### src/hdl/i2rt_pkg.sv
// Package with types, constants and helpers of the radix text converter.
package i2rt_pkg;

  localparam int unsigned MaxDigits = 64;
  localparam int unsigned AddrW     = $clog2(MaxDigits);
  localparam int unsigned CountW    = AddrW + 1;

  localparam logic [4:0] BaseMin   = 5'd2;
  localparam logic [4:0] BaseMax   = 5'd16;
  localparam logic [4:0] BaseReset = 5'd10;
  localparam logic [4:0] BaseEight = 5'd8;

  localparam logic [7:0] ChrZero  = 8'h30;
  localparam logic [7:0] ChrLowA  = 8'h61;
  localparam logic [7:0] ChrX     = 8'h78;
  localparam logic [7:0] ChrUpB   = 8'h42;
  localparam logic [7:0] ChrMinus = 8'h2d;
  localparam logic [7:0] ChrNone  = 8'h00;

  // Configuration register indexes.
  localparam logic [1:0] RegBase   = 2'd0;
  localparam logic [1:0] RegPrefix = 2'd1;
  localparam logic [1:0] RegSigned = 2'd2;

  // Controller states, one-hot.
  typedef enum logic [4:0] {
    StIdle = 5'b00001,
    StDiv  = 5'b00010,
    StRead = 5'b00100,
    StChar = 5'b01000,
    StOut  = 5'b10000
  } state_e;

  // Commands from the controller to the datapath.
  typedef struct packed {
    logic load;
    logic div_step;
    logic rd;
    logic ch;
  } cmd_t;

  // Status from the datapath to the controller.
  typedef struct packed {
    logic div_last;
    logic beat_done;
    logic out_last;
  } sts_t;

  // ASCII character of one digit, lowercase letters above nine.
  function automatic logic [7:0] digit_char(input logic [3:0] d);
    logic [7:0] c;
    if (d < 4'd10) begin
      c = ChrZero + {4'd0, d};
    end else begin
      c = ChrLowA + {4'd0, d} - 8'd10;
    end
    return c;
  endfunction

endpackage

### src/hdl/i2rt_ctrl.sv
// Controller state machine of the radix text converter.
module i2rt_ctrl (
  input  logic          clk_i,
  input  logic          rst_ni,
  input  logic          in_valid_i,
  output logic          in_stall_o,
  output logic          out_valid_o,
  input  logic          out_stall_i,
  input  i2rt_pkg::sts_t sts_i,
  output i2rt_pkg::cmd_t cmd_o
);
  import i2rt_pkg::*;

  state_e state_q, state_d;

  // State register.
  always_ff @(posedge clk_i or negedge rst_ni) begin
    if (!rst_ni) begin
      state_q <= StIdle;
    end else begin
      state_q <= state_d;
    end
  end

  // Next state and commands.
  always_comb begin
    state_d = state_q;
    cmd_o   = '0;
    case (state_q)
      StIdle: begin
        if (in_valid_i) begin
          cmd_o.load = 1'b1;
          state_d    = StDiv;
        end
      end
      StDiv: begin
        cmd_o.div_step = 1'b1;
        if (sts_i.div_last) begin
          state_d = StRead;
        end
      end
      StRead: begin
        cmd_o.rd = 1'b1;
        state_d  = StChar;
      end
      StChar: begin
        cmd_o.ch = 1'b1;
        state_d  = sts_i.beat_done ? StOut : StRead;
      end
      StOut: begin
        if (!out_stall_i) begin
          state_d = sts_i.out_last ? StIdle : StRead;
        end
      end
      default: begin
        state_d = StIdle;
      end
    endcase
  end

  assign in_stall_o  = (state_q != StIdle);
  assign out_valid_o = (state_q == StOut);

endmodule

### src/hdl/i2rt_dpath.sv
// Datapath of the radix text converter: registers, divider, digit store, beat packing.
module i2rt_dpath (
  input  logic           clk_i,
  input  logic           rst_ni,
  input  logic           cfg_we_i,
  input  logic [1:0]     cfg_idx_i,
  input  logic [4:0]     cfg_data_i,
  input  logic [63:0]    value_bits_i,
  input  i2rt_pkg::cmd_t cmd_i,
  output i2rt_pkg::sts_t sts_o,
  output logic [7:0]     char_first_o,
  output logic [7:0]     char_second_o,
  output logic           second_valid_o,
  output logic           last_o
);
  import i2rt_pkg::*;

  // Configuration registers.
  logic [4:0] base_q;
  logic       pfx_en_q;
  logic       sgn_q;

  // Conversion state.
  logic [63:0]       work_q;
  logic [3:0]        rem_q;
  logic [2:0]        step_q;
  logic [CountW-1:0] count_q;
  logic [CountW-1:0] dig_rem_q;
  logic [15:0]       pre_q;
  logic [1:0]        pre_rem_q;
  logic [7:0]        first_q;
  logic              have_first_q;
  logic [3:0]        mem_rd_q;
  logic [3:0]        digit_mem [MaxDigits];

  // Clamp of a base write.
  logic [4:0] base_wr;
  always_comb begin
    if (cfg_data_i < BaseMin) begin
      base_wr = BaseMin;
    end else if (cfg_data_i > BaseMax) begin
      base_wr = BaseMax;
    end else begin
      base_wr = cfg_data_i;
    end
  end

  // Sign handling and prefix selection for a new value.
  logic        neg;
  logic [15:0] pre_init;
  logic [1:0]  pre_len;
  always_comb begin
    neg      = sgn_q && (base_q == BaseReset) && value_bits_i[63];
    pre_init = {ChrNone, ChrNone};
    pre_len  = 2'd0;
    if (neg) begin
      pre_init = {ChrMinus, ChrNone};
      pre_len  = 2'd1;
    end else if (pfx_en_q) begin
      if (base_q == BaseMax) begin
        pre_init = {ChrZero, ChrX};
        pre_len  = 2'd2;
      end else if (base_q == BaseEight) begin
        pre_init = {ChrZero, ChrNone};
        pre_len  = 2'd1;
      end else if (base_q == BaseMin) begin
        pre_init = {ChrUpB, ChrNone};
        pre_len  = 2'd1;
      end
    end
  end

  // Eight long-division steps per cycle, dividend bits taken from the top.
  logic [3:0]  rem_nxt;
  logic [7:0]  qbits;
  logic [63:0] work_nxt;
  always_comb begin
    logic [4:0] r;
    rem_nxt = rem_q;
    qbits   = '0;
    for (int i = 0; i < 8; i++) begin
      r = {rem_nxt, work_q[63-i]};
      if (r >= base_q) begin
        r            = r - base_q;
        qbits[7-i]   = 1'b1;
      end
      rem_nxt = r[3:0];
    end
    work_nxt = {work_q[55:0], qbits};
  end

  logic digit_end;
  assign digit_end       = cmd_i.div_step && (step_q == 3'd7);
  assign sts_o.div_last  = digit_end &&
                           ((work_nxt == 64'd0) || (count_q == CountW'(MaxDigits - 1)));

  // Character selection and beat packing.
  logic [7:0]        ch;
  logic              from_pre;
  logic [1:0]        pre_rem_nxt;
  logic [CountW-1:0] dig_rem_nxt;
  logic              is_last;
  always_comb begin
    from_pre    = (pre_rem_q != 2'd0);
    ch          = from_pre ? pre_q[15:8] : digit_char(mem_rd_q);
    pre_rem_nxt = from_pre ? pre_rem_q - 2'd1 : pre_rem_q;
    dig_rem_nxt = from_pre ? dig_rem_q : dig_rem_q - CountW'(1);
    is_last     = (pre_rem_nxt == 2'd0) && (dig_rem_nxt == '0);
  end
  assign sts_o.beat_done = have_first_q || is_last;
  assign sts_o.out_last  = last_o;

  logic [AddrW-1:0] rd_addr;
  assign rd_addr = AddrW'(dig_rem_q - CountW'(1));

  // Control registers.
  always_ff @(posedge clk_i or negedge rst_ni) begin
    if (!rst_ni) begin
      base_q       <= BaseReset;
      pfx_en_q     <= 1'b0;
      sgn_q        <= 1'b0;
      step_q       <= '0;
      count_q      <= '0;
      dig_rem_q    <= '0;
      pre_rem_q    <= '0;
      have_first_q <= 1'b0;
    end else begin
      if (cfg_we_i) begin
        case (cfg_idx_i)
          RegBase:   base_q   <= base_wr;
          RegPrefix: pfx_en_q <= cfg_data_i[0];
          RegSigned: sgn_q    <= cfg_data_i[0];
          default: ;
        endcase
      end
      if (cmd_i.load) begin
        step_q       <= '0;
        count_q      <= '0;
        pre_rem_q    <= pre_len;
        have_first_q <= 1'b0;
      end
      if (cmd_i.div_step) begin
        step_q <= step_q + 3'd1;
        if (digit_end) begin
          count_q   <= count_q + CountW'(1);
          dig_rem_q <= count_q + CountW'(1);
        end
      end
      if (cmd_i.ch) begin
        pre_rem_q    <= pre_rem_nxt;
        dig_rem_q    <= dig_rem_nxt;
        have_first_q <= !sts_o.beat_done;
      end
    end
  end

  // Payload registers.
  always_ff @(posedge clk_i) begin
    if (cmd_i.load) begin
      work_q <= neg ? 64'd0 - value_bits_i : value_bits_i;
      rem_q  <= '0;
      pre_q  <= pre_init;
    end
    if (cmd_i.div_step) begin
      work_q <= work_nxt;
      rem_q  <= digit_end ? 4'd0 : rem_nxt;
    end
    if (cmd_i.ch) begin
      if (from_pre) begin
        pre_q <= {pre_q[7:0], ChrNone};
      end
      if (sts_o.beat_done) begin
        char_first_o   <= have_first_q ? first_q : ch;
        char_second_o  <= have_first_q ? ch : ChrNone;
        second_valid_o <= have_first_q;
        last_o         <= is_last;
      end else begin
        first_q <= ch;
      end
    end
  end

  // Digit store: written once per digit, read once per character.
  always_ff @(posedge clk_i) begin
    if (digit_end) begin
      digit_mem[count_q[AddrW-1:0]] <= rem_nxt;
    end
    if (cmd_i.rd) begin
      mem_rd_q <= digit_mem[rd_addr];
    end
  end

endmodule

### src/hdl/int64_to_radix_text.sv
// Top level of the 64-bit integer to radix text converter.
// Converts one 64-bit value to ASCII text in base 2 to 16, most significant
// character first, two characters per output beat; a beat with second_valid_o
// low carries one character, and last_o marks the final beat of a value. One
// value is worked on at a time: in_stall_o stays high from acceptance until the
// last beat is taken. The divider produces eight quotient bits per cycle and
// finishes a digit once all 64 bits have passed through it; each character then
// costs a digit store read and a packing step.
// Configuration writes take effect at once and belong to idle periods.
module int64_to_radix_text (
  input  logic        clk_i,
  input  logic        rst_ni,
  input  logic        cfg_we_i,
  input  logic [1:0]  cfg_idx_i,
  input  logic [4:0]  cfg_data_i,
  input  logic        in_valid_i,
  output logic        in_stall_o,
  input  logic [63:0] value_bits_i,
  output logic        out_valid_o,
  input  logic        out_stall_i,
  output logic [7:0]  char_first_o,
  output logic [7:0]  char_second_o,
  output logic        second_valid_o,
  output logic        last_o
);
  import i2rt_pkg::*;

  cmd_t cmd;
  sts_t sts;

  // Sequencing of division, character fetch and beat delivery.
  i2rt_ctrl u_ctrl (
    .clk_i       (clk_i),
    .rst_ni      (rst_ni),
    .in_valid_i  (in_valid_i),
    .in_stall_o  (in_stall_o),
    .out_valid_o (out_valid_o),
    .out_stall_i (out_stall_i),
    .sts_i       (sts),
    .cmd_o       (cmd)
  );

  // Arithmetic, digit storage and output registers.
  i2rt_dpath u_dpath (
    .clk_i          (clk_i),
    .rst_ni         (rst_ni),
    .cfg_we_i       (cfg_we_i),
    .cfg_idx_i      (cfg_idx_i),
    .cfg_data_i     (cfg_data_i),
    .value_bits_i   (value_bits_i),
    .cmd_i          (cmd),
    .sts_o          (sts),
    .char_first_o   (char_first_o),
    .char_second_o  (char_second_o),
    .second_valid_o (second_valid_o),
    .last_o         (last_o)
  );

endmodule

### config.mk
export PLATFORM = sky130hd
export DESIGN_NAME = int64_to_radix_text
export DESIGN_NICKNAME = d
export VERILOG_FILES = /design/src/hdl/i2rt_pkg.sv /design/src/hdl/i2rt_ctrl.sv /design/src/hdl/i2rt_dpath.sv /design/src/hdl/int64_to_radix_text.sv
export SDC_FILE = /design/constraint.sdc
export NUM_CORES = 1
export LEC_CHECK = 0
export BUFFER_PORTS_ARGS = -buffer_cell sky130_fd_sc_hd__buf_4
export CAP_MARGIN = 20
export CORE_UTILIZATION = 30
export DETAILED_ROUTE_END_ITERATION = 10
export GPL_TIMING_DRIVEN = 0
export PLACE_DENSITY = 0.5
export SLEW_MARGIN = 40
export SYNTH_ARGS = -nofsm -noshare
export SYNTH_HDL_FRONTEND = slang
export SYNTH_SLANG_ARGS = --single-unit
### constraint.sdc
create_clock -name clk_i -period 17.9 [get_ports clk_i]
set_input_delay 1.79 -clock clk_i [delete_from_list [all_inputs] [get_ports clk_i]]
set_output_delay 1.79 -clock clk_i [all_outputs]
set_load 0.02 [all_outputs]
# == Word-level counts from Yosys, hierarchy flattened ==
# Memories as Yosys holds them, arrays and structs flattened. A register that Yosys moved wholly into a read port is not among the register bits.
# Cells that the tools add are included.
# word_totals
output_inout_bits,20
mem_bits_rw,256
wordCells,154
register_bits,142
n_memories,1
in_bits,76
# mem_list
memory,depth,word_bits,read_ports,rd_ports_with_merged_regs,write_ports,line,source
u_dpath.digit_mem,64,4,1,1,1,i2rt_dpath.sv:34,logic [3:0] digit_mem [MaxDigits];
# classes
n_reduce_logical,24
addsub,16
magnitude_cmp,11
n_bitwise,1
mux,67
eq_ne,17
# ops
cell,n
$mux W64,3
$mux W16,7
$logic_not A64 Y1,1
$sub A1 B64 Y64 const A,1
$mux W7,7
$mux W4,11
$ge A5 B5 Y1,8
$sub A4 B4 Y4,8
$mux W5,6
$pmux W5 S5,1
$mux W8,3
$mux W1,18
$eq A5 B4 Y1 const B,3
$mux W15,1
$mux W2,7
$reduce_and A2 Y1,6
$eq A5 B2 Y1 const B,2
$eq A5 B5 Y1 const B,2
$reduce_bool A2 Y1,5
$mux W3,3
$add A7 B4 Y8 const A,1
$sub A8 B4 Y8 const B,1
$add A6 B4 Y7 const A,1
$add A7 B1 Y7 const B,1
other kinds (21),29

# == Depth between registers and ports, before layout ==
# logic_depth
word_depth,21
mapped_depth,49
mapped_depth_nobuf,49

# == By module ==
# Synthesis repeated with hierarchy kept, for this count alone.
# unflattened
hier_cells,1580
area_unflattened_um2,20124.3
# by_module_without_submodules
mod,area_each_um2,instances,cells_per_inst
i2rt_dpath,19746.4,1,1540
i2rt_ctrl,377.9,1,40

# == Worst setup path before layout ==
# Ideal clock, no wire load.
# synth_path
kind,register to register
start,reg u_dpath.base_q[1]
end,"mem u_dpath.digit_mem[0][2], data pin"
path_buffers,0
setup_time_ns,0.709
path_stages_with_launch,39
arrival_time_ns,12.054
synth_period_minus_slack_ns,12.763
slack_ns,5.137
cell_sequence,dfstp_2 -> inv_1 -> ha_1 -> a31oi_1 -> o21ai_1 -> mux2_2 -> ha_1 -> a21oi_1 -> o21ai_0 -> a31oi_2 -> mux2_2 -> inv_1 -> ha_1 -> nand2_1 -> o21ai_0 -> a31oi_2 -> mux2_2 -> ha_1 -> [... 3 more ...] -> ha_1 -> nand2_1 -> o21ai_2 -> mux2_2 -> ha_1 -> a21o_1 -> a31oi_2 -> mux2_2 -> ha_1 -> nand2_1 -> o21ai_1 -> nor2_1 -> a21oi_1 -> ha_1 -> a21o_1 -> a21oi_1 -> o21ai_1 -> o21ai_0
# synth_via
elab_chain_cells,16
elab_cells_between_ends,24
# synth_rtl
item,line,source
from (decl),i2rt_dpath.sv:19,logic [4:0] base_q;
from (signal assigned),i2rt_dpath.sv:119,base_q <= BaseReset;
from (signal assigned),i2rt_dpath.sv:130,RegBase: base_q <= base_wr;
$sub A4 B4 Y4 / $ge A5 B5 Y1 (equally long branches),"i2rt_dpath.sv:84, i2rt_dpath.sv:83",
$mux W4,i2rt_dpath.sv:83,if (r >= base_q) begin
$sub A4 B4 Y4 / $ge A5 B5 Y1 (equally long branches),"i2rt_dpath.sv:84, i2rt_dpath.sv:83",
$mux W4,i2rt_dpath.sv:83,
$sub A4 B4 Y4 / $ge A5 B5 Y1 (equally long branches),"i2rt_dpath.sv:84, i2rt_dpath.sv:83",
$mux W4,i2rt_dpath.sv:83,
$ge A5 B5 Y1 / $sub A4 B4 Y4 (equally long branches),"i2rt_dpath.sv:83, i2rt_dpath.sv:84",
$mux W4,i2rt_dpath.sv:83,
$sub A4 B4 Y4 / $ge A5 B5 Y1 (equally long branches),"i2rt_dpath.sv:84, i2rt_dpath.sv:83",
$mux W4,i2rt_dpath.sv:83,
$sub A4 B4 Y4 / $ge A5 B5 Y1 (equally long branches),"i2rt_dpath.sv:84, i2rt_dpath.sv:83",
$mux W4,i2rt_dpath.sv:83,
$ge A5 B5 Y1 / $sub A4 B4 Y4 (equally long branches),"i2rt_dpath.sv:83, i2rt_dpath.sv:84",
$mux W4,i2rt_dpath.sv:83,
$sub A4 B4 Y4 / $ge A5 B5 Y1 (equally long branches),"i2rt_dpath.sv:84, i2rt_dpath.sv:83",
$mux W4 *,i2rt_dpath.sv:83,
named net u_dpath.rem_nxt[2],i2rt_dpath.sv:74,logic [3:0] rem_nxt;
to (decl),i2rt_dpath.sv:34,
# Mark *: on every way through the listed nets, which the timed path passes. The rest lies on a longest branch.

# == Worst setup path after layout ==
# layout_path
start,reg u_dpath.base_q[1]
end,"mem u_dpath.digit_mem[6][3], data pin"
# The elaborated chain is that of the path after synthesis.

==> impl_results.md <==
* Vias in the first global route at between 10k and 15k
* Placeable Area at 64,700 um2
* Data required time of the worst path at 18.32 ns
* Rel. slew slack at 0.437
* Post-synth EDFFs at ~350
* Clk slew on worst S/H paths at approximately 0.060 ns
* Mean Syn Cell Area at 13.1 um2
* Bufs on Longest Clock Path at 3
* First-pass GRT wire length at ~80 mm
* Most numerous cell on the critical path: ha_1
* Total track usage at 0.158
* Die area at 66,800 um2
* DP Worst Slack at 4.67 ns
* CP Class: register to register
* Netlist Area Pre-Place at 19,700 um2
* Pre-antenna DRT Iters at 5
* Placed cell areas at 21,800 um2
* Sink Count at approximately 400
* Antenna viol nets, final at 0
* Synth cell types at 68
* Clk_skew at 0.0241 ns
* Wire per inst at 20.5 um
* Die W at roughly 260 um
* Hold Violations, Final at 0
* Post-synth ARST share at 0.0796
* Final min period at 13.24 ns
* Global route overflow at 0
* Post-DP HPWL at ~38 mm
* Max-cap violation count at 0
* Post-CTS sizing at 0
* Number of diodes at 0
* Setup crit end kind: register
* Initial Util at 0.305
* Status: complete, no violations
* Syn nets at 1,638
* Final WL at 52.3 mm
* Residual DRC at 0
* Cts hold-fix bufs at 0
* CTS Root Cell: clkbuf_16
* CP Max Fanout at 18
* Final setup TNS at 0 ns
* Initial DRC Count at between 900 and 1k
* Finish-stage setup viols at 0
* Vias at 12.9k
* H-tree depth at 2
* Crit share post-route at 0.740
* I/O pins at 96
* Die Span Y at between 200 and 300 um
* Seq/Total Area, Yosys at 0.596
* Row count at 93
* Final instance area at 23,200 um2
* Syn. warnings at 0
* RSZ-0062 raised after global routing: no
* IO Port Bufs at 95
* Hold Path Class: register to register
* Layout cells sized above 1 at 0.194
* Post-CTS Setup Repair Bufs at 0
* Largest net degree at the start of global routing at 66
* Ys flop type: edfxtp_1
* Clk_lat worst skew at 0.59 ns
* Final GP Congestion at 0.862
* Fmax at 0.0755 GHz
* Nets at 1,790
* Vias per cell at 5.04
* Seq cells post-synth at between 400 and 500
* Syn Inst Count at 1,508
* Area Growth Syn to Fin at 17.7%
* CTS tree: yes
* Total CTS buffers at 45
* Worst slew pin tran at approximately 0.85 ns
* Crit path DAT at 13.67 ns
* Leading cell types in the layout, fill and taps excluded: edfxtp_1 (354), nor2_1 (162), nand2_1 (134)
* Slowest-stage cell, CP: dfstp_2
* Initial antenna violation count at 0
* Commonest non-fill, non-tap cell in the layout: edfxtp_1
* R2r setup slk at 4.66 ns
* Max-slew violation count at 0
* Critical Path Source Type: register
* Slowest cell delay on critical path at 0.78 ns
* Slack of the critical path at about 4.7 ns
* Worst hold slack at 0.437 ns
-- cells in the mapped netlist, types with 20 or more instances --
| cell | instances | area (um2) |
|---|---|---|
| edfxtp_1 | 354 | 10600 |
| nor2_1 | 163 | 612 |
| nand2_1 | 135 | 507 |
| o21ai_0 | 93 | 465 |
| a21oi_1 | 80 | 400 |
| mux4_2 | 80 | 1800 |
| xnor2_1 | 55 | 482 |
| clkbuf_1 | 53 | 199 |
| inv_1 | 50 | 188 |
| ha_1 | 46 | 576 |
| xor2_1 | 38 | 333 |
| dfrtp_1 | 29 | 726 |
| nor4_1 | 27 | 169 |
| nor3_1 | 22 | 110 |
| a21o_1 | 20 | 150 |
| nand3_1 | 20 | 100 |
-- metrics by stage --
stage / util / instances
after detailed placement: 0.336 / 2468
after floorplan: - / 1508
after global routing: 0.359 / 2551
after CTS: 0.358 / 2551
final: 0.359 / 2551
after global placement: 0.332 / 2458
-- state kept, by name, indices dropped and copies added (netlist names), 2 cells and up --
signal,count
u_dpath.mem_rd_q,4
u_dpath.digit_mem,256
u_dpath.first_q,8
u_dpath.count_q,7
u_dpath.base_q,5
u_dpath.char_first_o,8
u_dpath.work_q,64
u_dpath.pre_rem_q,2
u_dpath.char_second_o,8
u_dpath.rem_q,4
u_ctrl.state_q,5
u_dpath.dig_rem_q,7
u_dpath.step_q,3
u_dpath.pre_q,16
-- metal layers --
| metal | global-route usage | vias to the layer above | part of all wire |
|---|---|---|---|
| met5 | 0 | - | 0 |
| met4 | 0.0482 | 0 | 0.024 |
| met3 | 0.0245 | 73 | 0.043 |
| met2 | 0.264 | 276 | 0.49 |
| met1 | 0.210 | 6516 | 0.44 |
| li1 | - | 5996 | - |
-- critical path, delay by kind of cell, from the launching register on --
| family | cells | cell delay [ns] |
|---|---|---|
| AOI/OAI and AO/OA | 23 | 6.02 |
| adders and majority gates | 8 | 2.77 |
| buffers and inverters | 4 | 0.91 |
| DFF | 1 | 0.78 |
| muxes | 7 | 2.58 |
-- cells by family after synthesis --
| group | Yosys count | share of synthesized area |
|---|---|---|
| AOI/OAI and AO/OA | 270 | 0.0828 |
| xor gates and xnor gates | 93 | 0.0413 |
| adders and majority gates | 54 | 0.0373 |
| buffers and inverters | 123 | 0.0248 |
| DFF | 402 | 0.596 |
| muxes | 106 | 0.106 |
| and+or+nand+nor | 460 | 0.112 |
-- path summary, 6_finish.rpt --
path	from	endpoint	depth (start not counted)
setup / recovery	u_dpath.base_q[1]	u_dpath.digit_mem[6][3]	42
hold / removal	u_dpath.pre_q[7]	u_dpath.pre_q[15]	2
setup reg to reg	u_dpath.base_q[1]	u_dpath.digit_mem[6][3]	42
hold reg to reg	u_dpath.pre_q[7]	u_dpath.pre_q[15]	2
max in group asynchronous	rst_ni	u_ctrl.state_q[0]	1
min in group asynchronous	rst_ni	u_dpath.count_q[3]	1
-- area by class of cell --
| cell class | count | area (um2) |
|---|---|---|
| Timing Repair Buffer | 105 | 893 |
| Fill cell | 6282 | 41500 |
| Clock buffer | 61 | 1220 |
| Multi-Input combinational cell | 983 | 7580 |
| Sequential cell | 402 | 11800 |
| Tap cell | 855 | 1070 |
| Inverter | 51 | 191 |
| Clock inverter | 22 | 205 |
| Buffer | 72 | 300 |
Power is not shown: default switching activity piles up to over one toggle a cycle in this logic, so the estimate is an artifact.
